==> src/sv/dtc_pkg.sv <==
// dtc_pkg: types, constants and helpers shared by the dispense timer blocks.
// No dependencies; compiled first.
`timescale 1ns / 1ps

package dtc_pkg;

  localparam int TICK_W = 16;
  localparam int VOL_W  = 13;
  localparam int EXTRA_W = 8;
  localparam int CUP_W  = 2;
  localparam int PROD_W = TICK_W + VOL_W;
  localparam int DIV_CNT_W = $clog2(PROD_W);

  localparam int CFG_IDX_W  = 3;
  localparam int CFG_DATA_W = 16;

  localparam logic [CFG_IDX_W-1:0] CFG_MODEL       = 3'd0;
  localparam logic [CFG_IDX_W-1:0] CFG_CHECK_WIN   = 3'd1;
  localparam logic [CFG_IDX_W-1:0] CFG_MAX_WIN     = 3'd2;
  localparam logic [CFG_IDX_W-1:0] CFG_EXTRA_HALF  = 3'd3;
  localparam logic [CFG_IDX_W-1:0] CFG_EXTRA_ONE   = 3'd4;
  localparam logic [CFG_IDX_W-1:0] CFG_EXTRA_TWO   = 3'd5;
  localparam logic [CFG_IDX_W-1:0] CFG_EXTRA_LITER = 3'd6;

  localparam logic [TICK_W-1:0]  RST_CHECK_WIN   = 16'd6000;
  localparam logic [TICK_W-1:0]  RST_MAX_WIN     = 16'd15000;
  localparam logic [EXTRA_W-1:0] RST_EXTRA_HALF  = 8'd10;
  localparam logic [EXTRA_W-1:0] RST_EXTRA_ONE   = 8'd10;
  localparam logic [EXTRA_W-1:0] RST_EXTRA_TWO   = 8'd23;
  localparam logic [EXTRA_W-1:0] RST_EXTRA_LITER = 8'd33;

  localparam logic [VOL_W-1:0] VOL_TRIGGER = 13'd2000;
  localparam logic [VOL_W-1:0] VOL_CAP     = 13'd5000;

  localparam logic [VOL_W-1:0] CUP_SMALL_HALF  = 13'd120;
  localparam logic [VOL_W-1:0] CUP_SMALL_ONE   = 13'd250;
  localparam logic [VOL_W-1:0] CUP_SMALL_LARGE = 13'd500;
  localparam logic [VOL_W-1:0] CUP_BIG_HALF    = 13'd250;
  localparam logic [VOL_W-1:0] CUP_BIG_ONE     = 13'd500;
  localparam logic [VOL_W-1:0] CUP_BIG_LARGE   = 13'd1000;

  localparam logic [CUP_W-1:0] CUP_HALF = 2'd0;
  localparam logic [CUP_W-1:0] CUP_ONE  = 2'd1;

  typedef enum logic [2:0] {
    ST_IDLE,
    ST_EXEC,
    ST_DIV,
    ST_ACC,
    ST_EMIT
  } state_t;

  typedef struct packed {
    logic capture;
    logic exec;
    logic div_step;
    logic acc;
    logic load_out;
  } cmd_t;

  typedef struct packed {
    logic need_div;
    logic div_last;
    logic out_free;
  } sts_t;

  // nominal volume of the running dispense
  function automatic logic [VOL_W-1:0] pick_size(input logic cont,
                                                 input logic [CUP_W-1:0] cup,
                                                 input logic big);
    logic [VOL_W-1:0] r;
    if (cont) begin
      r = VOL_CAP;
    end else if (cup == CUP_HALF) begin
      r = big ? CUP_BIG_HALF : CUP_SMALL_HALF;
    end else if (cup == CUP_ONE) begin
      r = big ? CUP_BIG_ONE : CUP_SMALL_ONE;
    end else begin
      r = big ? CUP_BIG_LARGE : CUP_SMALL_LARGE;
    end
    return r;
  endfunction

endpackage

==> src/sv/dispense_timer_with_compensation.sv <==
// dispense_timer_with_compensation: top level, controller plus datapath.
// Depends on dtc_pkg, dtc_ctrl and dtc_datapath.
//
// Each input beat is one tick of the dispense timer; each tick yields exactly
// one result beat (outlet state, end pulse, volume estimate, compensation flag).
// Channels: in_valid/in_ready for ticks, out_valid/out_ready for results, and
// cfg_valid/cfg_ready with cfg_index/cfg_data for register writes (cfg_ready
// is always high; unknown indexes are dropped).
// An ordinary tick goes through capture, update and emit into the output register. The tick
// on which a dispense has closed and the volume estimate is folded in also runs a
// 29-step restoring divider, one quotient bit a cycle, before the sum is taken.
// One tick is in flight at a time; in_ready is high again once the result is
// in the output register, so the next tick is taken while it waits.
// If the receiver stalls, the finished tick holds in the controller until the
// output register frees up, and no further tick is accepted meanwhile.
// Reset (rst, synchronous) clears all tick state and loads the register
// defaults; it takes effect on the next clock edge.
`timescale 1ns / 1ps

module dispense_timer_with_compensation (
  input  logic                                clk,
  input  logic                                rst,
  input  logic                                in_valid,
  output logic                                in_ready,
  input  logic                                start_req,
  input  logic                                stop,
  input  logic                                continuous,
  input  logic [dtc_pkg::CUP_W-1:0]           cup_level,
  input  logic [dtc_pkg::TICK_W-1:0]          base_time,
  input  logic                                tank_full,
  output logic                                out_valid,
  input  logic                                out_ready,
  output logic                                dispensing,
  output logic                                dispense_end,
  output logic [dtc_pkg::VOL_W-1:0]           volume_sum,
  output logic                                compensating,
  input  logic                                cfg_valid,
  output logic                                cfg_ready,
  input  logic [dtc_pkg::CFG_IDX_W-1:0]       cfg_index,
  input  logic [dtc_pkg::CFG_DATA_W-1:0]      cfg_data
);

  dtc_pkg::cmd_t cmd;
  dtc_pkg::sts_t sts;

  assign cfg_ready = 1'b1;

  dtc_ctrl u_ctrl (
    .clk      (clk),
    .rst      (rst),
    .in_valid (in_valid),
    .in_ready (in_ready),
    .sts      (sts),
    .cmd      (cmd)
  );

  dtc_datapath u_datapath (
    .clk          (clk),
    .rst          (rst),
    .cmd          (cmd),
    .sts          (sts),
    .cfg_we       (cfg_valid && cfg_ready),
    .cfg_index    (cfg_index),
    .cfg_data     (cfg_data),
    .start_req    (start_req),
    .stop         (stop),
    .continuous   (continuous),
    .cup_level    (cup_level),
    .base_time    (base_time),
    .tank_full    (tank_full),
    .out_valid    (out_valid),
    .out_ready    (out_ready),
    .dispensing   (dispensing),
    .dispense_end (dispense_end),
    .volume_sum   (volume_sum),
    .compensating (compensating)
  );

  // one tick at a time
  a_one_in_flight: assert property (@(posedge clk) disable iff (rst)
    (in_valid && in_ready) |=> !in_ready)
    else $error("tick accepted while another is in flight");

  // an end pulse always comes with the outlet closed
  a_end_closes: assert property (@(posedge clk) disable iff (rst)
    (out_valid && dispense_end) |-> !dispensing)
    else $error("end pulse with outlet still open");

  // volume estimate is capped
  a_vol_cap: assert property (@(posedge clk) disable iff (rst)
    out_valid |-> (volume_sum <= dtc_pkg::VOL_CAP))
    else $error("volume estimate above cap");

  // a result only appears after a tick has been taken
  a_no_spurious: assert property (@(posedge clk) disable iff (rst)
    $rose(out_valid) |-> $past(!in_ready))
    else $error("result without a tick");

endmodule

==> src/sv/dtc_ctrl.sv <==
// dtc_ctrl: sequencer for one tick: capture, update, optional divide, emit.
// Depends on dtc_pkg.
`timescale 1ns / 1ps

module dtc_ctrl (
  input  logic          clk,
  input  logic          rst,
  input  logic          in_valid,
  output logic          in_ready,
  input  dtc_pkg::sts_t sts,
  output dtc_pkg::cmd_t cmd
);

  dtc_pkg::state_t state, state_next;

  always_ff @(posedge clk) begin
    if (rst) begin
      state <= dtc_pkg::ST_IDLE;
    end else begin
      state <= state_next;
    end
  end

  always_comb begin
    state_next = state;
    case (state)
      dtc_pkg::ST_IDLE: begin
        if (in_valid) state_next = dtc_pkg::ST_EXEC;
      end
      dtc_pkg::ST_EXEC: begin
        state_next = sts.need_div ? dtc_pkg::ST_DIV : dtc_pkg::ST_EMIT;
      end
      dtc_pkg::ST_DIV: begin
        if (sts.div_last) state_next = dtc_pkg::ST_ACC;
      end
      dtc_pkg::ST_ACC: begin
        state_next = dtc_pkg::ST_EMIT;
      end
      dtc_pkg::ST_EMIT: begin
        if (sts.out_free) state_next = dtc_pkg::ST_IDLE;
      end
      default: state_next = dtc_pkg::ST_IDLE;
    endcase
  end

  always_comb begin
    cmd      = '0;
    in_ready = 1'b0;
    case (state)
      dtc_pkg::ST_IDLE: begin
        in_ready    = 1'b1;
        cmd.capture = in_valid;
      end
      dtc_pkg::ST_EXEC: begin
        cmd.exec = 1'b1;
      end
      dtc_pkg::ST_DIV: begin
        cmd.div_step = 1'b1;
      end
      dtc_pkg::ST_ACC: begin
        cmd.acc = 1'b1;
      end
      dtc_pkg::ST_EMIT: begin
        cmd.load_out = sts.out_free;
      end
      default: begin
        cmd = '0;
      end
    endcase
  end

endmodule

==> src/sv/dtc_datapath.sv <==
// dtc_datapath: config registers, tick state, volume divider and result register.
// Depends on dtc_pkg; driven by dtc_ctrl.
`timescale 1ns / 1ps

module dtc_datapath (
  input  logic                                clk,
  input  logic                                rst,
  input  dtc_pkg::cmd_t                       cmd,
  output dtc_pkg::sts_t                       sts,
  input  logic                                cfg_we,
  input  logic [dtc_pkg::CFG_IDX_W-1:0]       cfg_index,
  input  logic [dtc_pkg::CFG_DATA_W-1:0]      cfg_data,
  input  logic                                start_req,
  input  logic                                stop,
  input  logic                                continuous,
  input  logic [dtc_pkg::CUP_W-1:0]           cup_level,
  input  logic [dtc_pkg::TICK_W-1:0]          base_time,
  input  logic                                tank_full,
  output logic                                out_valid,
  input  logic                                out_ready,
  output logic                                dispensing,
  output logic                                dispense_end,
  output logic [dtc_pkg::VOL_W-1:0]           volume_sum,
  output logic                                compensating
);

  localparam int TW = dtc_pkg::TICK_W;
  localparam int VW = dtc_pkg::VOL_W;
  localparam int PW = dtc_pkg::PROD_W;
  localparam int CW = dtc_pkg::DIV_CNT_W;

  // configuration
  logic                      model_is_r_type;
  logic [TW-1:0]             check_window_ticks, max_window_ticks;
  logic [dtc_pkg::EXTRA_W-1:0] extra_half, extra_one, extra_two, extra_liter;

  // captured tick
  logic                      t_start, t_stop, t_cont, t_full;
  logic [dtc_pkg::CUP_W-1:0] t_cup;
  logic [TW-1:0]             t_base;

  // tick state
  logic                      outlet_open, continuous_latched, window_armed, extra_active;
  logic [dtc_pkg::CUP_W-1:0] cup_latched;
  logic [TW-1:0]             base_latched, run_ticks, open_ticks, nominal_total, window_ticks;
  logic [VW-1:0]             nominal_size, volume_acc;
  logic                      end_flag;

  // divider
  logic [TW-1:0]             div_rem, divisor;
  logic [PW-1:0]             div_quo;
  logic [CW-1:0]             div_cnt;

  // next values for the update cycle
  logic                      outlet_open_next, continuous_latched_next, window_armed_next;
  logic                      extra_active_next, end_flag_next, need_div;
  logic [dtc_pkg::CUP_W-1:0] cup_latched_next;
  logic [TW-1:0]             base_latched_next, run_ticks_next, open_ticks_next;
  logic [TW-1:0]             nominal_total_next, window_ticks_next;
  logic [VW-1:0]             nominal_size_next, volume_acc_next;

  logic [TW-1:0]             win_inc, ot_mid, target;
  logic [dtc_pkg::EXTRA_W-1:0] extra_pick;
  logic [TW:0]               target_sum, run_inc;
  logic [PW-1:0]             product;

  logic [TW:0]               trial;
  logic                      trial_ge;
  logic [VW-1:0]             add_clip;
  logic [VW:0]               acc_sum;

  always_ff @(posedge clk) begin
    if (rst) begin
      model_is_r_type    <= 1'b0;
      check_window_ticks <= dtc_pkg::RST_CHECK_WIN;
      max_window_ticks   <= dtc_pkg::RST_MAX_WIN;
      extra_half         <= dtc_pkg::RST_EXTRA_HALF;
      extra_one          <= dtc_pkg::RST_EXTRA_ONE;
      extra_two          <= dtc_pkg::RST_EXTRA_TWO;
      extra_liter        <= dtc_pkg::RST_EXTRA_LITER;
    end else if (cfg_we) begin
      case (cfg_index)
        dtc_pkg::CFG_MODEL:       model_is_r_type    <= cfg_data[0];
        dtc_pkg::CFG_CHECK_WIN:   check_window_ticks <= cfg_data[TW-1:0];
        dtc_pkg::CFG_MAX_WIN:     max_window_ticks   <= cfg_data[TW-1:0];
        dtc_pkg::CFG_EXTRA_HALF:  extra_half         <= cfg_data[dtc_pkg::EXTRA_W-1:0];
        dtc_pkg::CFG_EXTRA_ONE:   extra_one          <= cfg_data[dtc_pkg::EXTRA_W-1:0];
        dtc_pkg::CFG_EXTRA_TWO:   extra_two          <= cfg_data[dtc_pkg::EXTRA_W-1:0];
        dtc_pkg::CFG_EXTRA_LITER: extra_liter        <= cfg_data[dtc_pkg::EXTRA_W-1:0];
        default: ;
      endcase
    end
  end

  always_ff @(posedge clk) begin
    if (cmd.capture) begin
      t_start <= start_req;
      t_stop  <= stop;
      t_cont  <= continuous;
      t_cup   <= cup_level;
      t_base  <= base_time;
      t_full  <= tank_full;
    end
  end

  always_comb begin
    // start and stop
    outlet_open_next        = outlet_open;
    continuous_latched_next = continuous_latched;
    cup_latched_next        = cup_latched;
    base_latched_next       = base_latched;
    if (t_stop) begin
      outlet_open_next = 1'b0;
    end else if (t_start && !outlet_open) begin
      outlet_open_next        = 1'b1;
      continuous_latched_next = t_cont;
      cup_latched_next        = t_cup;
      base_latched_next       = t_base;
    end

    // window bookkeeping, on the sum as it stood before this tick
    window_ticks_next = window_ticks;
    window_armed_next = window_armed;
    extra_active_next = extra_active;
    volume_acc_next   = volume_acc;
    win_inc = (&window_ticks) ? window_ticks : window_ticks + 1'b1;
    if (t_full) begin
      volume_acc_next   = '0;
      window_ticks_next = '0;
      extra_active_next = 1'b0;
      window_armed_next = 1'b1;
    end else if (window_armed) begin
      window_ticks_next = win_inc;
      if (win_inc >= check_window_ticks) begin
        if (volume_acc < dtc_pkg::VOL_TRIGGER) window_armed_next = 1'b0;
        if (win_inc >= max_window_ticks) begin
          window_ticks_next = max_window_ticks;
          window_armed_next = 1'b0;
        end
      end else if (volume_acc >= dtc_pkg::VOL_TRIGGER) begin
        extra_active_next = 1'b1;
        window_ticks_next = check_window_ticks;
      end
    end else begin
      extra_active_next = 1'b0;
    end

    // volume estimate bookkeeping
    ot_mid             = t_full ? '0 : open_ticks;
    open_ticks_next    = ot_mid;
    nominal_total_next = t_full ? '0 : nominal_total;
    nominal_size_next  = t_full ? '0 : nominal_size;
    need_div           = 1'b0;
    if (outlet_open_next) begin
      open_ticks_next    = (&ot_mid) ? ot_mid : ot_mid + 1'b1;
      nominal_total_next = base_latched_next;
      nominal_size_next  = dtc_pkg::pick_size(continuous_latched_next, cup_latched_next,
                                              model_is_r_type);
    end else if (ot_mid != '0) begin
      need_div        = (nominal_total_next != '0);
      open_ticks_next = '0;
    end else begin
      nominal_total_next = '0;
      nominal_size_next  = '0;
    end

    // dispense timer
    if (!extra_active_next) begin
      extra_pick = '0;
    end else if (model_is_r_type) begin
      if (cup_latched_next == dtc_pkg::CUP_HALF) extra_pick = extra_one;
      else if (cup_latched_next == dtc_pkg::CUP_ONE) extra_pick = extra_two;
      else extra_pick = extra_liter;
    end else begin
      if (cup_latched_next == dtc_pkg::CUP_HALF) extra_pick = extra_half;
      else if (cup_latched_next == dtc_pkg::CUP_ONE) extra_pick = extra_one;
      else extra_pick = extra_two;
    end
    target_sum = {1'b0, base_latched_next}
               + (continuous_latched_next ? '0 : (TW+1)'(extra_pick));
    target     = target_sum[TW] ? '1 : target_sum[TW-1:0];
    run_inc    = {1'b0, run_ticks} + 1'b1;
    end_flag_next  = 1'b0;
    run_ticks_next = '0;
    if (outlet_open_next) begin
      if (run_inc >= {1'b0, target}) begin
        outlet_open_next        = 1'b0;
        base_latched_next       = '0;
        continuous_latched_next = 1'b0;
        end_flag_next           = 1'b1;
      end else begin
        run_ticks_next = run_inc[TW-1:0];
      end
    end
  end

  assign product = PW'(open_ticks) * PW'(nominal_size);

  // restoring divider, one quotient bit a cycle
  assign trial    = {div_rem, div_quo[PW-1]};
  assign trial_ge = trial >= {1'b0, divisor};

  assign add_clip = (div_quo > PW'(dtc_pkg::VOL_CAP)) ? dtc_pkg::VOL_CAP : div_quo[VW-1:0];
  assign acc_sum  = {1'b0, volume_acc} + {1'b0, add_clip};

  always_ff @(posedge clk) begin
    if (rst) begin
      outlet_open        <= 1'b0;
      continuous_latched <= 1'b0;
      cup_latched        <= '0;
      base_latched       <= '0;
      run_ticks          <= '0;
      open_ticks         <= '0;
      nominal_total      <= '0;
      nominal_size       <= '0;
      volume_acc         <= '0;
      window_ticks       <= '0;
      window_armed       <= 1'b0;
      extra_active       <= 1'b0;
      end_flag           <= 1'b0;
      div_cnt            <= '0;
    end else if (cmd.exec) begin
      outlet_open        <= outlet_open_next;
      continuous_latched <= continuous_latched_next;
      cup_latched        <= cup_latched_next;
      base_latched       <= base_latched_next;
      run_ticks          <= run_ticks_next;
      open_ticks         <= open_ticks_next;
      nominal_total      <= nominal_total_next;
      nominal_size       <= nominal_size_next;
      volume_acc         <= volume_acc_next;
      window_ticks       <= window_ticks_next;
      window_armed       <= window_armed_next;
      extra_active       <= extra_active_next;
      end_flag           <= end_flag_next;
      div_cnt            <= '0;
    end else if (cmd.div_step) begin
      div_cnt <= div_cnt + 1'b1;
    end else if (cmd.acc) begin
      volume_acc <= (acc_sum > (VW+1)'(dtc_pkg::VOL_CAP)) ? dtc_pkg::VOL_CAP
                                                          : acc_sum[VW-1:0];
    end
  end

  always_ff @(posedge clk) begin
    if (cmd.exec) begin
      div_quo <= product;
      div_rem <= '0;
      divisor <= nominal_total;
    end else if (cmd.div_step) begin
      div_rem <= trial_ge ? TW'(trial - {1'b0, divisor}) : trial[TW-1:0];
      div_quo <= {div_quo[PW-2:0], trial_ge};
    end
  end

  // result register
  always_ff @(posedge clk) begin
    if (rst) begin
      out_valid <= 1'b0;
    end else if (cmd.load_out) begin
      out_valid <= 1'b1;
    end else if (out_ready) begin
      out_valid <= 1'b0;
    end
  end

  always_ff @(posedge clk) begin
    if (cmd.load_out) begin
      dispensing   <= outlet_open;
      dispense_end <= end_flag;
      volume_sum   <= volume_acc;
      compensating <= extra_active;
    end
  end

  assign sts.need_div = need_div;
  assign sts.div_last = (div_cnt == CW'(PW - 1));
  assign sts.out_free = !out_valid || out_ready;

endmodule

==> config.mk <==
export PLATFORM = sky130hd
export DESIGN_NAME = dispense_timer_with_compensation
export DESIGN_NICKNAME = d
export VERILOG_FILES = /design/src/sv/dtc_pkg.sv /design/src/sv/dispense_timer_with_compensation.sv /design/src/sv/dtc_ctrl.sv /design/src/sv/dtc_datapath.sv
export SDC_FILE = /design/constraint.sdc
export NUM_CORES = 1
export LEC_CHECK = 0
export BUFFER_PORTS_ARGS = -buffer_cell sky130_fd_sc_hd__buf_2
export CAP_MARGIN = 10
export CELL_PAD_IN_SITES_DETAIL_PLACEMENT = 1
export CELL_PAD_IN_SITES_GLOBAL_PLACEMENT = 1
export CORE_UTILIZATION = 49
export DETAILED_ROUTE_END_ITERATION = 6
export GPL_ROUTABILITY_DRIVEN = 0
export GPL_TIMING_DRIVEN = 0
export PLACE_DENSITY_LB_ADDON = 0.08
export SLEW_MARGIN = 20
export SYNTH_ARGS = -nofsm -noshare
export SYNTH_HDL_FRONTEND = slang
export SYNTH_SLANG_ARGS = --single-unit
==> constraint.sdc <==
create_clock -name clk -period 9.4 [get_ports clk]
set_input_delay 1.88 -clock clk [delete_from_list [all_inputs] [get_ports clk]]
set_output_delay 1.88 -clock clk [all_outputs]
set_load 0.005 [all_outputs]
Word level (Yosys, flattened, before mapping):

Index checks and enable logic that the tools add are counted.

* register bits: 286
* input bits: 46

* $add $sub $neg: 7
* $mul: 1
* magnitude comparators: 8
* eq/ne operators: 18
* mux-type cells: 80
* reduce and logical (&&, ||, !) cells: 27

Operator list (count)
* $mux 16: 21
* $mux 13: 11
* $mux 8: 8
* $mux 29: 2
* $ge 17x16->1: 2
* $add 16x1->16 const B: 2
* $ge 16x16->1: 2
* $reduce_and 16->1: 2
* $reduce_bool 16->1: 2
* $gt 29x13->1 const B: 1
* $mul 16x13->29: 1
* $mux 1: 29
* $reduce_and 2->1: 9
* $add 16x1->17 const B: 1
* $add 16x17->17: 1
* $sub 16x16->16: 1
* $pmux 3 s5: 1
* $add 13x13->14: 1
* $gt 14x13->1 const B: 1
* $ge 13x11->1 const B: 1
* $lt 13x11->1 const B: 1
* $eq 3x2->1 const B: 4
* $eq 3x3->1 const B: 4
* $mux 3: 4
* 18 further kinds: 29

Logic depth before layout (Yosys ltp):

Gate-level depths: netlist of run 1.

* word-level depth: 15
* mapped depth: 39

Hierarchy:

A second synthesis of run 1 with hierarchy kept.

* cell total of the unflattened synthesis: 2387
* area total of the unflattened synthesis: 20779.9 µm²

Modules (own cells, without submodules)
* dtc_datapath: times used 1, cells each 2359, area an instance 20564.7 µm², sequential area each 6416.2 µm²
* dtc_ctrl: times used 1, cells each 26, area an instance 203.9 µm², sequential area each 60.1 µm²
* dispense_timer_with_compensation: times used 1, cells each 2, area an instance 11.3 µm², sequential area each 0.0 µm²

Worst setup path before layout of run 1:

Ideal clock, no wire load.

* path type: register -> register
* start point: register u_datapath.window_ticks[0]
* end point: register u_datapath.run_ticks[10]
* library setup time: 0.061 ns
* arrival: 7.193 ns
* required time: 9.339 ns
* path slack: 2.146 ns
* cell stages (with the launch flop): 38
* clock period less this slack: 7.254 ns
* cells stage by stage: dfxtp_1 > ha_1 > nand3_1 > nor2_1 > nand2_1 > nand2b_1 > clkbuf_1 > nor2_1 > xor2_1 > ha_1 > a21o_1 > a21o_1 > a21oi_1 > nor2_1 > a211oi_1 > o21ai_1 > nor2b_1 > o211ai_1 > [... 2 more ...] > fa_1 > a21o_1 > a21oi_1 > o21bai_1 > a21oi_1 > o21bai_1 > a21oi_1 > or4_1 > or4b_1 > nand3_1 > ha_1 > a21oi_1 > nor2b_1 > a311oi_1 > a21boi_0 > clkbuf_1 > clkbuf_1 > a32o_1

* longest elaborated chain between the ends: 13
* elaborated cells on any way between the ends: 14
* those cells by class: add/sub (2); order compare (2); mux (9); reduce/logical (1)

RTL lines
* start, declared: line dtc_datapath.sv:45 `logic [TW-1:0] base_latched, run_ticks, open_ticks, nominal_total, window_ticks;`
* start signal, assigned: line dtc_datapath.sv:232 `window_ticks <= window_ticks_next;`
* $add 16x1->16 or $reduce_and 16->1 (tied branches): line dtc_datapath.sv:126 `win_inc = (&window_ticks) ? window_ticks : window_ticks + 1'b1;`
* $mux 16 (*): line dtc_datapath.sv:126
* $ge 16x16->1 (*): line dtc_datapath.sv:134 `if (win_inc >= check_window_ticks) begin`
* $mux 1 (*): line dtc_datapath.sv:134
* $mux 1 (*): line dtc_datapath.sv:132 `end else if (window_armed) begin`
* $mux 1 (*): line dtc_datapath.sv:127 `if (t_full) begin`
* $mux 8 (*): line dtc_datapath.sv:168 `if (!extra_active_next) begin`
* $mux 8 (*): line dtc_datapath.sv:180 `+ (continuous_latched_next ? '0 : (TW+1)'(extra_pick));`
* $add 16x17->17 (*): line dtc_datapath.sv:180
* $mux 16 (*): line dtc_datapath.sv:181 `target = target_sum[TW] ? '1 : target_sum[TW-1:0];`
* $ge 17x16->1 (*): line dtc_datapath.sv:186 `if (run_inc >= {1'b0, target}) begin`
* $mux 16 (*): line dtc_datapath.sv:186
* $mux 16 (*): line dtc_datapath.sv:185 `if (outlet_open_next) begin`
* end signal, assigned: line dtc_datapath.sv:227 `run_ticks <= run_ticks_next;`
* end, declared: line dtc_datapath.sv:45

Mark *: on every way between the ends. The rest lies on a longest branch, timed or not.
A chain may end at the register's enable or synchronous reset.

Worst setup path in the final report of run 1:

* start point: register u_datapath.window_ticks[0]
* end point: register u_datapath.run_ticks[7]

Same word-level chain as after synthesis.

==> results of run 1 <==
[final timing paths]
path                                                  from                       to
worst max-delay path            u_datapath.window_ticks[0]  u_datapath.run_ticks[7]
worst min-delay path                   u_datapath.end_flag  u_datapath.dispense_end
worst max register to register  u_datapath.window_ticks[0]  u_datapath.run_ticks[7]
worst min register to register         u_datapath.end_flag  u_datapath.dispense_end
[cell usage after synthesis, types with 43 or more instances]
cell type,number
a21oi_1,157
and2_1,105
clkbuf_1,98
dfxtp_1,199
edfxtp_1,83
fa_1,114
ha_1,181
inv_1,254
nand2_1,339
nand3_1,51
nor2_1,152
o21ai_0,126
xnor2_1,43
[worst reg2reg max path, delay by kind of cell, from the launching register on]
family          cells  cell delay (ns)
compound gates     16             3.02
xor+xnor            1             0.32
fa+ha+maj           5             1.25
buf+inv             3             0.94
flops               1             0.43
simple gates       12             2.68
[layer usage]
metal	global-route usage	up-vias	share of wire
met5	0	-	0
met4	0.0769	0	0.021
met3	0.0309	96	0.032
met2	0.527	299	0.50
met1	0.379	8977	0.45
li1	-	8438	-
[state kept, by name, summed over array words and instances (netlist names), 3 cells and up]
name,cells
u_datapath.extra_half,8
u_datapath.nominal_size,9
u_datapath.max_window_ticks,16
u_datapath.volume_acc,13
u_datapath.open_ticks,16
u_datapath.div_quo,29
u_datapath.window_ticks,16
u_ctrl.state,3
u_datapath.extra_one,8
u_datapath.check_window_ticks,16
u_datapath.div_rem,16
u_datapath.nominal_total,16
u_datapath.run_ticks,16
u_datapath.base_latched,16
u_datapath.extra_liter,8
u_datapath.divisor,16
u_datapath.extra_two,8
u_datapath.t_base,16
u_datapath.volume_sum,13
u_datapath.div_cnt,5
[cells by family after synthesis]
kind of cell	count (synthesis)
AND/OR/NAND/NOR	819
AO/OA/AOI/OAI	522
buffers and inverters	362
adder cells (fa/ha/maj)	295
flip-flops	282
XOR/XNOR	75
multiplexers	49
other	1
[area by class of cell]
| type | instances | area, um2 | area share |
|---|---|---|---|
| Buffer | 108 | 417 | 0.0181 |
| Clock buffer | 43 | 968 | 0.0421 |
| Clock inverter | 21 | 251 | 0.0109 |
| Inverter | 254 | 953 | 0.0414 |
| Multi-Input combinational cell | 1761 | 12900 | 0.562 |
| Sequential cell | 282 | 6480 | 0.281 |
| Tap cell | 539 | 674 | 0.0293 |
| Timing Repair Buffer | 65 | 334 | 0.0145 |
[through the flow]
step	cell area [um2]	util	setup slack, ns	setup TNS [ns]	hold WS (ns)
floorplan	20800	-	2.15	0	0.408
global placement	21800	0.520	0.259	0	0.422
detailed placement	21800	0.520	-0.0184	-0.0184	0.420
CTS	23000	0.549	0.0350	0	0.439
global route	23000	0.550	0.0147	0	0.470
finish	23000	0.550	0.683	0	0.445
[where the power goes]
group	internal [W]	switching (W)	total, W	leakage [nW]
sequential	0.00128	0.0000227	0.00131	2.39
clock	0.000875	0.000572	0.00145	0.600
combinational	0.0000707	0.000168	0.000239	7.22
[repair_timing]
item,CTS,global route
endpoints found under the setup margin,10,32
pin swaps,1,0
gates resized for setup,0,9
hold buffers,0,0
buffers inserted,1,0
==> results.sh, run 1 <==
export IMPL_status="finished, final reports clean"
export IMPL_dr_first_iter_drc_count=935
export IMPL_hpwl_um=49100
export IMPL_grt_overflow=0
export IMPL_cp_max_fo=10
export IMPL_via_per_inst=5.80
export IMPL_grt_max_degree=31
export IMPL_synthArstFlopShare=0
export IMPL_coreArea_um2=41900
export IMPL_yosys_area_top_type_share=0.192
export IMPL_drive_above_1_share=0.0631
export IMPL_synth_xor_area_frac=0.0316
export IMPL_avgSynthCellArea_um2=8.63
export IMPL_start_util=0.496
export IMPL_critical_path_cell_count=37
export IMPL_power_density_nw_per_um2=130
export IMPL_pin_count=65
export IMPL_num_vias=17810
export IMPL_final_common_cell="nand2_1"
export IMPL_finalClockSkew_ns=0.0145
export IMPL_setup_viol=0
export IMPL_worst_path_buf_inv=3
export IMPL_maxSlewViolCount=0
export IMPL_period_minus_slack_ns=8.72
export IMPL_portBuffers=63
export IMPL_fin_cells=3073
export IMPL_synth_seq_cells=282
export IMPL_worst_path_largest_cell_delay_ns=0.58
export IMPL_ys_flop_type="dfxtp_1"
export IMPL_finalHoldViolCount=0
export IMPL_ir_drop_v=0.000223
export IMPL_synth_top_family_by_area="adder cells"
export IMPL_fillers=5009
export IMPL_firstDrtPassIters=5
export IMPL_synthTopCellsByArea="dfxtp_1 (19%), edfxtp_1 (12%), fa_1 (11%)"
export IMPL_grtUsageTotal=0.295
export IMPL_cpMaxStageDelayCell="or4_1"
export IMPL_die_height_um=208
export IMPL_path_delay_family="compound AO/OA/AOI/OAI gates"
export IMPL_finalPower_w=0.00299
export IMPL_numCtsBuffers=35
export IMPL_cts_path_max_buffers=3
export IMPL_crit_arrival_ns=9.20
export IMPL_cts_sinks=282
export IMPL_ant_nets=0
export IMPL_cts_root_buf="clkbuf_16"
export IMPL_antenna_found_initial=0
export IMPL_r2r_slack_ns=0.68
export IMPL_r2r_cells=37
export IMPL_syn2layout_area_growth_pct=10.9
export IMPL_final_cell_mix="nand2_1 (338), inv_1 (253), dfxtp_1 (199)"
export IMPL_clk_latency_ns=0.56
export IMPL_crit_type="flop to flop"
export IMPL_start_kind="flop"
export IMPL_synthMuxAreaShare=0.0242
export IMPL_relSlewSlack=0.236
export IMPL_synth_area_um2=20800
export IMPL_num_rows=75
export IMPL_ys_seq_area_frac=0.312
export IMPL_routedWlPerCell_um=20.5
export IMPL_p_leak_nw=10.2
export IMPL_syn_nets=2746
export IMPL_end_kind="flop"
export IMPL_grt_first_pass_wirelength_um=102000
export IMPL_synth_top_area_cell="dfxtp_1"
export IMPL_tightest_slew_ns=1.14
export IMPL_maxCapViolations=0
export IMPL_die_w_um=208
export IMPL_wirelength_um=63100
export IMPL_postSynthCellCount=2405
export IMPL_ys_warnings_count=0
export IMPL_grt_pass1_vias=19148
export IMPL_fin_nets=2848
export IMPL_synth_edf_count=83
export IMPL_cts_clk_slew_worst_paths_ns=0.06
export IMPL_hold_class="flop to flop"
export IMPL_required_ns=9.88
export IMPL_synth_compound_area_share=0.161
export IMPL_yosys_area_share_simple=0.187
export IMPL_rsz0062_at_grt="false"
export IMPL_fin_crit_sh=0.927
export IMPL_fmax_ghz=0.115
export IMPL_die_area_um2=43200
export IMPL_htreeDepth=2
export IMPL_worstHoldPathCells=0
export IMPL_diodes=0
export IMPL_drc=0
export IMPL_synthDistinctLibCells=70
export IMPL_cts_tree="done"
export IMPL_dpl_cell_count=3008
export IMPL_synth_adder_area_share=0.219
No activity file was read; power rests on OpenSTA's default activity.
==> inputs of run 2 (changes only) <==
--- a/config.mk
+++ b/config.mk
@@ -5,12 +5,12 @@
 export SDC_FILE = /design/constraint.sdc
 export NUM_CORES = 1
 export LEC_CHECK = 0
-export BUFFER_PORTS_ARGS = -buffer_cell sky130_fd_sc_hd__buf_2
 export CAP_MARGIN = 10
 export CELL_PAD_IN_SITES_DETAIL_PLACEMENT = 1
 export CELL_PAD_IN_SITES_GLOBAL_PLACEMENT = 1
-export CORE_UTILIZATION = 49
+export CORE_UTILIZATION = 50
 export DETAILED_ROUTE_END_ITERATION = 6
+export DONT_BUFFER_PORTS = 1
 export GPL_ROUTABILITY_DRIVEN = 0
 export GPL_TIMING_DRIVEN = 0
 export PLACE_DENSITY_LB_ADDON = 0.08
==> results.sh, run 2 (same netlist as run 1, synthesis figures left out) <==
export IMPL_grt_first_pass_wirelength_um=99700
export IMPL_required_ns=9.86
export IMPL_finalPower_w=0.00291
export IMPL_relSlewSlack=0.224
export IMPL_portBuffers=0
export IMPL_cpMaxStageDelayCell="a2111oi_0"
export IMPL_power_density_nw_per_um2=129
export IMPL_cts_root_buf="clkbuf_16"
export IMPL_worst_path_largest_cell_delay_ns=0.60
export IMPL_die_height_um=206
export IMPL_fmax_ghz=0.116
export IMPL_ctsHoldBuffers=0
export IMPL_start_kind="flop"
export IMPL_drc=0
export IMPL_fin_crit_sh=0.920
export IMPL_ir_drop_v=0.000164
export IMPL_dp_slack_ns=-0.109
export IMPL_hold_path_startpoint="u_datapath.extra_active"
export IMPL_swShare=0.253
export IMPL_final_cell_mix="nand2_1 (338), inv_1 (253), dfxtp_1 (199)"
export IMPL_multi_input_area_um2=12900
export IMPL_hold_class="flop to flop"
export IMPL_comb_power_share=0.077
export IMPL_status="finished, final reports clean"
export IMPL_via_per_inst=5.87
export IMPL_p_clk_frac=0.475
export IMPL_utilization=0.554
export IMPL_num_rows=74
export IMPL_p_leak_nw=9.94
export IMPL_htreeDepth=2
export IMPL_p_int_w=0.00218
export IMPL_r2r_start="u_datapath.window_ticks[0]"
export IMPL_die_area_um2=42300
export IMPL_cts_tree="done"
export IMPL_critical_path_startpoint="u_datapath.window_ticks[0]"
export IMPL_fin_ws_ns=0.753
export IMPL_numCtsBuffers=34
export IMPL_cpMostUsedCell="a21oi_1"
export IMPL_drive_above_1_share=0.0372
export IMPL_cts_path_max_buffers=3
export IMPL_dpl_cell_count=2939
export IMPL_finalHoldViolCount=0
export IMPL_ant_nets=0
export IMPL_firstDrtPassIters=5
export IMPL_pin_count=65
export IMPL_syn2layout_area_growth_pct=9.17
export IMPL_setup_viol=0
export IMPL_fillers=4884
export IMPL_end_kind="flop"
export IMPL_wirelength_um=62500
export IMPL_cts_sinks=282
export IMPL_grt_overflow=0
export IMPL_clk_latency_ns=0.55
export IMPL_coreArea_um2=40900
export IMPL_final_seq_area_um2=6480
export IMPL_die_w_um=206
export IMPL_p_sw_w=0.000739
export IMPL_maxCapViolations=0
export IMPL_grt_max_degree=31
export IMPL_crit_type="flop to flop"
export IMPL_pwr_share_seq=0.449
export IMPL_rsz0062_at_grt="false"
export IMPL_finalClockSkew_ns=0.0216
export IMPL_final_common_cell="nand2_1"
export IMPL_fin_nets=2785
export IMPL_grt_pass1_vias=18797
export IMPL_tightest_slew_ns=1.16
export IMPL_routedWlPerCell_um=20.8
export IMPL_cp_max_fo=10
export IMPL_top_register="u_datapath.div_quo"
export IMPL_cts_clk_slew_worst_paths_ns=0.06
export IMPL_antenna_found_initial=3
export IMPL_dr_first_iter_drc_count=926
export IMPL_num_vias=17647
export IMPL_crit_arrival_ns=9.11
export IMPL_hpwl_um=48700
export IMPL_largest_reg_flops=29
export IMPL_grtUsageTotal=0.301
export IMPL_maxSlewViolCount=0
export IMPL_fin_cells=3004
export IMPL_start_util=0.507
export IMPL_period_minus_slack_ns=8.65
## run 2: changes by cell type in the layout (fill, tap and decap cells not counted), sizes merged
| cell | before | now |
|---|---|---|
| buf | 75 | 15 |
| bufinv | 5 | 4 |
| clkbuf | 141 | 143 |
| clkinv | 13 | 7 |
| clkinvlp | 2 | 1 |
| diode | 0 | 2 |
| inv | 255 | 257 |
## run 2: layout make-up
type / instances / area share
Multi-Input combinational cell: 1761 / 0.571
Tap cell: 532 / 0.0294
Buffer: 107 / 0.0182
Sequential cell: 282 / 0.286
Timing Repair Buffer: 4 / 0.00254
Inverter: 254 / 0.0421
Clock inverter: 15 / 0.00911
Antenna cell: 2 / 0.000221
Clock buffer: 47 / 0.0420
## run 2: stage by stage
step / TNS (ns) / cell area [um2] / hold WS (ns)
detailed placement: -1.51 / 21500 / 0.448
finish: 0 / 22700 / 0.448
CTS: 0 / 22700 / 0.447
global route: 0 / 22700 / 0.468
global placement: 0 / 21400 / 0.434
floorplan: 0 / 20800 / 0.408
## run 2: path summary, 6_finish.rpt
path                            cells past startpoint                          to  slack [ns]
worst min-delay path                                0     u_datapath.compensating        0.45
worst max-delay path                               37  u_datapath.base_latched[7]        0.75
worst max register to register                     37  u_datapath.base_latched[7]        0.75
worst min register to register                      0     u_datapath.compensating        0.45
## run 2: per-layer routing
metal	vias up	wire length (um)	track usage
li1	8328	-	-
met1	8879	27200	0.376
met2	323	31200	0.530
met3	115	2080	0.0361
met4	2	1940	0.109
met5	-	8	0
## run 2: critical path: cells and delay by family, from the launching register on
kind | cells | cell delay (ns)
adders and majority gates | 4 | 1.07
and+or+nand+nor | 8 | 1.37
buffers and inverters | 4 | 0.96
DFF | 1 | 0.42
xor gates and xnor gates | 1 | 0.28
AOI/OAI and AO/OA | 20 | 4.43
## run 2: power by group through the flow
| stage | Sequential [W] | Clock, W | Combinational (W) |
|---|---|---|---|
| detailed placement | 0.00133 | 0 | 0.000218 |
| floorplan | 0.00132 | 0 | 0.000145 |
| CTS | 0.00131 | 0.00140 | 0.000221 |
| global route | 0.00131 | 0.00145 | 0.000244 |
| global placement | 0.00133 | 0 | 0.000205 |
| finish | 0.00131 | 0.00138 | 0.000223 |
## run 2: what timing repair did
item / in CTS / in global routing
pin swaps: 1 / 0
endpoints found under the setup margin: 25 / 34
gates resized for setup: 1 / 7
buffers inserted: 2 / 0
hold endpoints to repair: 0 / 0
==> inputs of run 3 (changes only) <==
--- a/config.mk
+++ b/config.mk
@@ -8,7 +8,7 @@
 export CAP_MARGIN = 10
 export CELL_PAD_IN_SITES_DETAIL_PLACEMENT = 1
 export CELL_PAD_IN_SITES_GLOBAL_PLACEMENT = 1
-export CORE_UTILIZATION = 50
+export CORE_UTILIZATION = 51
 export DETAILED_ROUTE_END_ITERATION = 6
 export DONT_BUFFER_PORTS = 1
 export GPL_ROUTABILITY_DRIVEN = 0
@@ -17,4 +17,5 @@
 export SLEW_MARGIN = 20
 export SYNTH_ARGS = -nofsm -noshare
 export SYNTH_HDL_FRONTEND = slang
+export SYNTH_HIERARCHICAL = 1
 export SYNTH_SLANG_ARGS = --single-unit
==> results.sh, run 3 <==
export IMPL_fin_ws_ns=0.630
export IMPL_finalHoldViolCount=0
export IMPL_die_height_um=204
export IMPL_drc=0
export IMPL_routedWlPerCell_um=20.9
export IMPL_grt_pass1_vias=18462
export IMPL_grt_overflow=0
export IMPL_hpwl_um=48100
export IMPL_cts_path_max_buffers=3
export IMPL_maxSlewViolCount=0
export IMPL_ys_flop_type="dfxtp_1"
export IMPL_synthArstFlopShare=0
export IMPL_ant_nets=0
export IMPL_cts_clk_slew_worst_paths_ns=0.06
export IMPL_synth_edf_count=83
export IMPL_postSynthCellCount=2387
export IMPL_period_minus_slack_ns=8.77
export IMPL_final_cell_mix="nand2_1 (286), inv_1 (245), nor2_1 (208)"
export IMPL_syn_nets=2727
export IMPL_syn2layout_area_growth_pct=9.15
export IMPL_num_rows=73
export IMPL_drive_above_1_share=0.0498
export IMPL_firstDrtPassIters=5
export IMPL_die_area_um2=41600
export IMPL_dr_first_iter_drc_count=901
export IMPL_p_sw_w=0.000798
export IMPL_ys_top_cells_by_count="nand2_1 (286), inv_1 (246), nor2_1 (210), dfxtp_1 (199), ha_1 (180)"
export IMPL_synthDistinctLibCells=75
export IMPL_tightest_slew_ns=1.25
export IMPL_num_vias=17397
export IMPL_largest_reg_flops=29
export IMPL_via_per_inst=5.84
export IMPL_fillers=4721
export IMPL_maxCapViolations=0
export IMPL_worstHoldPathCells=2
export IMPL_finalClockSkew_ns=0.0162
export IMPL_ctsHoldBuffers=0
export IMPL_status="finished, final reports clean"
export IMPL_path_delay_family="compound AO/OA/AOI/OAI gates"
export IMPL_r2r_start="u_datapath/window_ticks[0]"
export IMPL_crit_type="flop to flop"
export IMPL_place_area_um2=21400
export IMPL_fmax_ghz=0.114
export IMPL_p_int_w=0.00221
export IMPL_cpMaxStageDelayCell="nor4_2"
export IMPL_grt_max_degree=31
export IMPL_portBuffers=0
export IMPL_ys_seq_area_frac=0.312
export IMPL_hold_class="flop to flop"
export IMPL_dp_slack_ns=-0.0199
export IMPL_synth_seq_cells=282
export IMPL_htreeDepth=2
export IMPL_pwr_share_seq=0.442
export IMPL_cp_max_fo=10
export IMPL_grt_first_pass_wirelength_um=99200
export IMPL_critical_path_cell_count=40
export IMPL_final_common_cell="nand2_1"
export IMPL_synth_top_area_cell="dfxtp_1"
export IMPL_clk_latency_ns=0.55
export IMPL_relSlewSlack=0.165
export IMPL_cts_sinks=282
export IMPL_swShare=0.265
export IMPL_hold_path_startpoint="u_datapath/check_window_ticks[2]"
export IMPL_start_kind="flop"
export IMPL_cts_root_buf="clkbuf_16"
export IMPL_yosysMostFrequentCell="nand2_1"
export IMPL_power_density_nw_per_um2=133
export IMPL_setup_viol=0
export IMPL_wirelength_um=62300
export IMPL_coreArea_um2=39900
export IMPL_yosys_area_top_type_share=0.192
export IMPL_antenna_found_initial=0
export IMPL_avgSynthCellArea_um2=8.71
export IMPL_r2r_cells=40
export IMPL_ir_drop_v=0.000194
export IMPL_synthTopCellsByArea="dfxtp_1 (19%), edfxtp_1 (12%), fa_1 (11%)"
export IMPL_top_register="u_datapath/div_quo"
export IMPL_rsz0062_at_grt="false"
export IMPL_die_w_um=204
export IMPL_comb_power_share=0.100
export IMPL_ys_warnings_count=6
export IMPL_crit_arrival_ns=9.24
export IMPL_p_leak_nw=10.1
export IMPL_fin_crit_sh=0.933
export IMPL_final_area_um2=22700
export IMPL_critical_path_startpoint="u_datapath/window_ticks[0]"
export IMPL_end_kind="flop"
export IMPL_worst_path_buf_inv=5
export IMPL_numCtsBuffers=34
export IMPL_cts_tree="done"
export IMPL_pin_count=65
export IMPL_fin_nets=2766
export IMPL_worst_path_largest_cell_delay_ns=0.42
export IMPL_grtUsageTotal=0.304
export IMPL_synth_area_um2=20800
export IMPL_start_util=0.521
export IMPL_required_ns=9.87
export IMPL_p_clk_frac=0.458
run 3: per-layer routing:
| metal | vias up | routed length [um] | global-route usage |
|---|---|---|---|
| met5 | - | 0 | 0 |
| met4 | 0 | 1730 | 0.0953 |
| met3 | 89 | 2770 | 0.0435 |
| met2 | 373 | 30200 | 0.524 |
| met1 | 8692 | 27600 | 0.392 |
| li1 | 8243 | - | - |
run 3: power groups by stage:
stage / clock network [W] / registers, W / logic [W]
global route: 0.00145 / 0.00134 / 0.000326
CTS: 0.00141 / 0.00133 / 0.000295
global placement: 0 / 0.00136 / 0.000280
floorplan: 0 / 0.00134 / 0.000195
detailed placement: 0 / 0.00136 / 0.000291
finish: 0.00138 / 0.00133 / 0.000301
run 3: kinds of logic (layout without fill, tap and decap cells):
group,after synthesis,count (layout),synth area share
AND/OR/NAND/NOR,811,811,0.184
XOR/XNOR,72,72,0.0303
other,1,2,0.000180
multiplexers,68,68,0.0341
adder cells (fa/ha/maj),294,294,0.218
AO/OA/AOI/OAI,507,507,0.157
flip-flops,282,282,0.312
buffers and inverters,352,417,0.0647
run 3: final cells by class:
cell class                      instances  area (um2)  area share
Timing Repair Buffer                    3        30.0     0.00132
Clock inverter                         12         144     0.00634
Inverter                              248         931      0.0410
Sequential cell                       282        6480       0.286
Antenna cell                            1        2.50    0.000110
Tap cell                              525         657      0.0290
Buffer                                104         415      0.0183
Multi-Input combinational cell       1753       13000       0.573
Clock buffer                           50        1020      0.0451
run 3: final timing paths:
path	endpoint	slack, ns
max	u_datapath/base_latched[11]	0.63
min	u_datapath/check_window_ticks[2]	0.46
max reg2reg	u_datapath/base_latched[11]	0.63
min reg2reg	u_datapath/check_window_ticks[2]	0.46
run 3: what timing repair did:
item	CTS	global route
buffers inserted	2	0
gates resized for setup	0	10
pin swaps	1	0
setup endpoints to repair	10	30
run 3: tightest hold or removal path: cells and delay by family, from the launching register on:
family / cells / cell delay, ns
AO/OA/AOI/OAI: 1 / 0.05
flip-flops: 1 / 0.31
AND/OR/NAND/NOR: 1 / 0.05
run 3: per-stage QoR:
stage | std cells | total power, W | utilization | setup TNS [ns] | hold WS [ns]
6_report | 2978 | 0.00301 | 0.568 | 0 | 0.460
5_1_grt | 2977 | 0.00311 | 0.568 | 0 | 0.486
4_1_cts | 2976 | 0.00303 | 0.567 | 0 | 0.457
3_5_place_dp | 2912 | 0.00165 | 0.537 | -0.0963 | 0.448
3_3_place_gp | 2912 | 0.00164 | 0.537 | 0 | 0.435
2_1_floorplan | 2387 | 0.00154 | - | 0 | 0.409
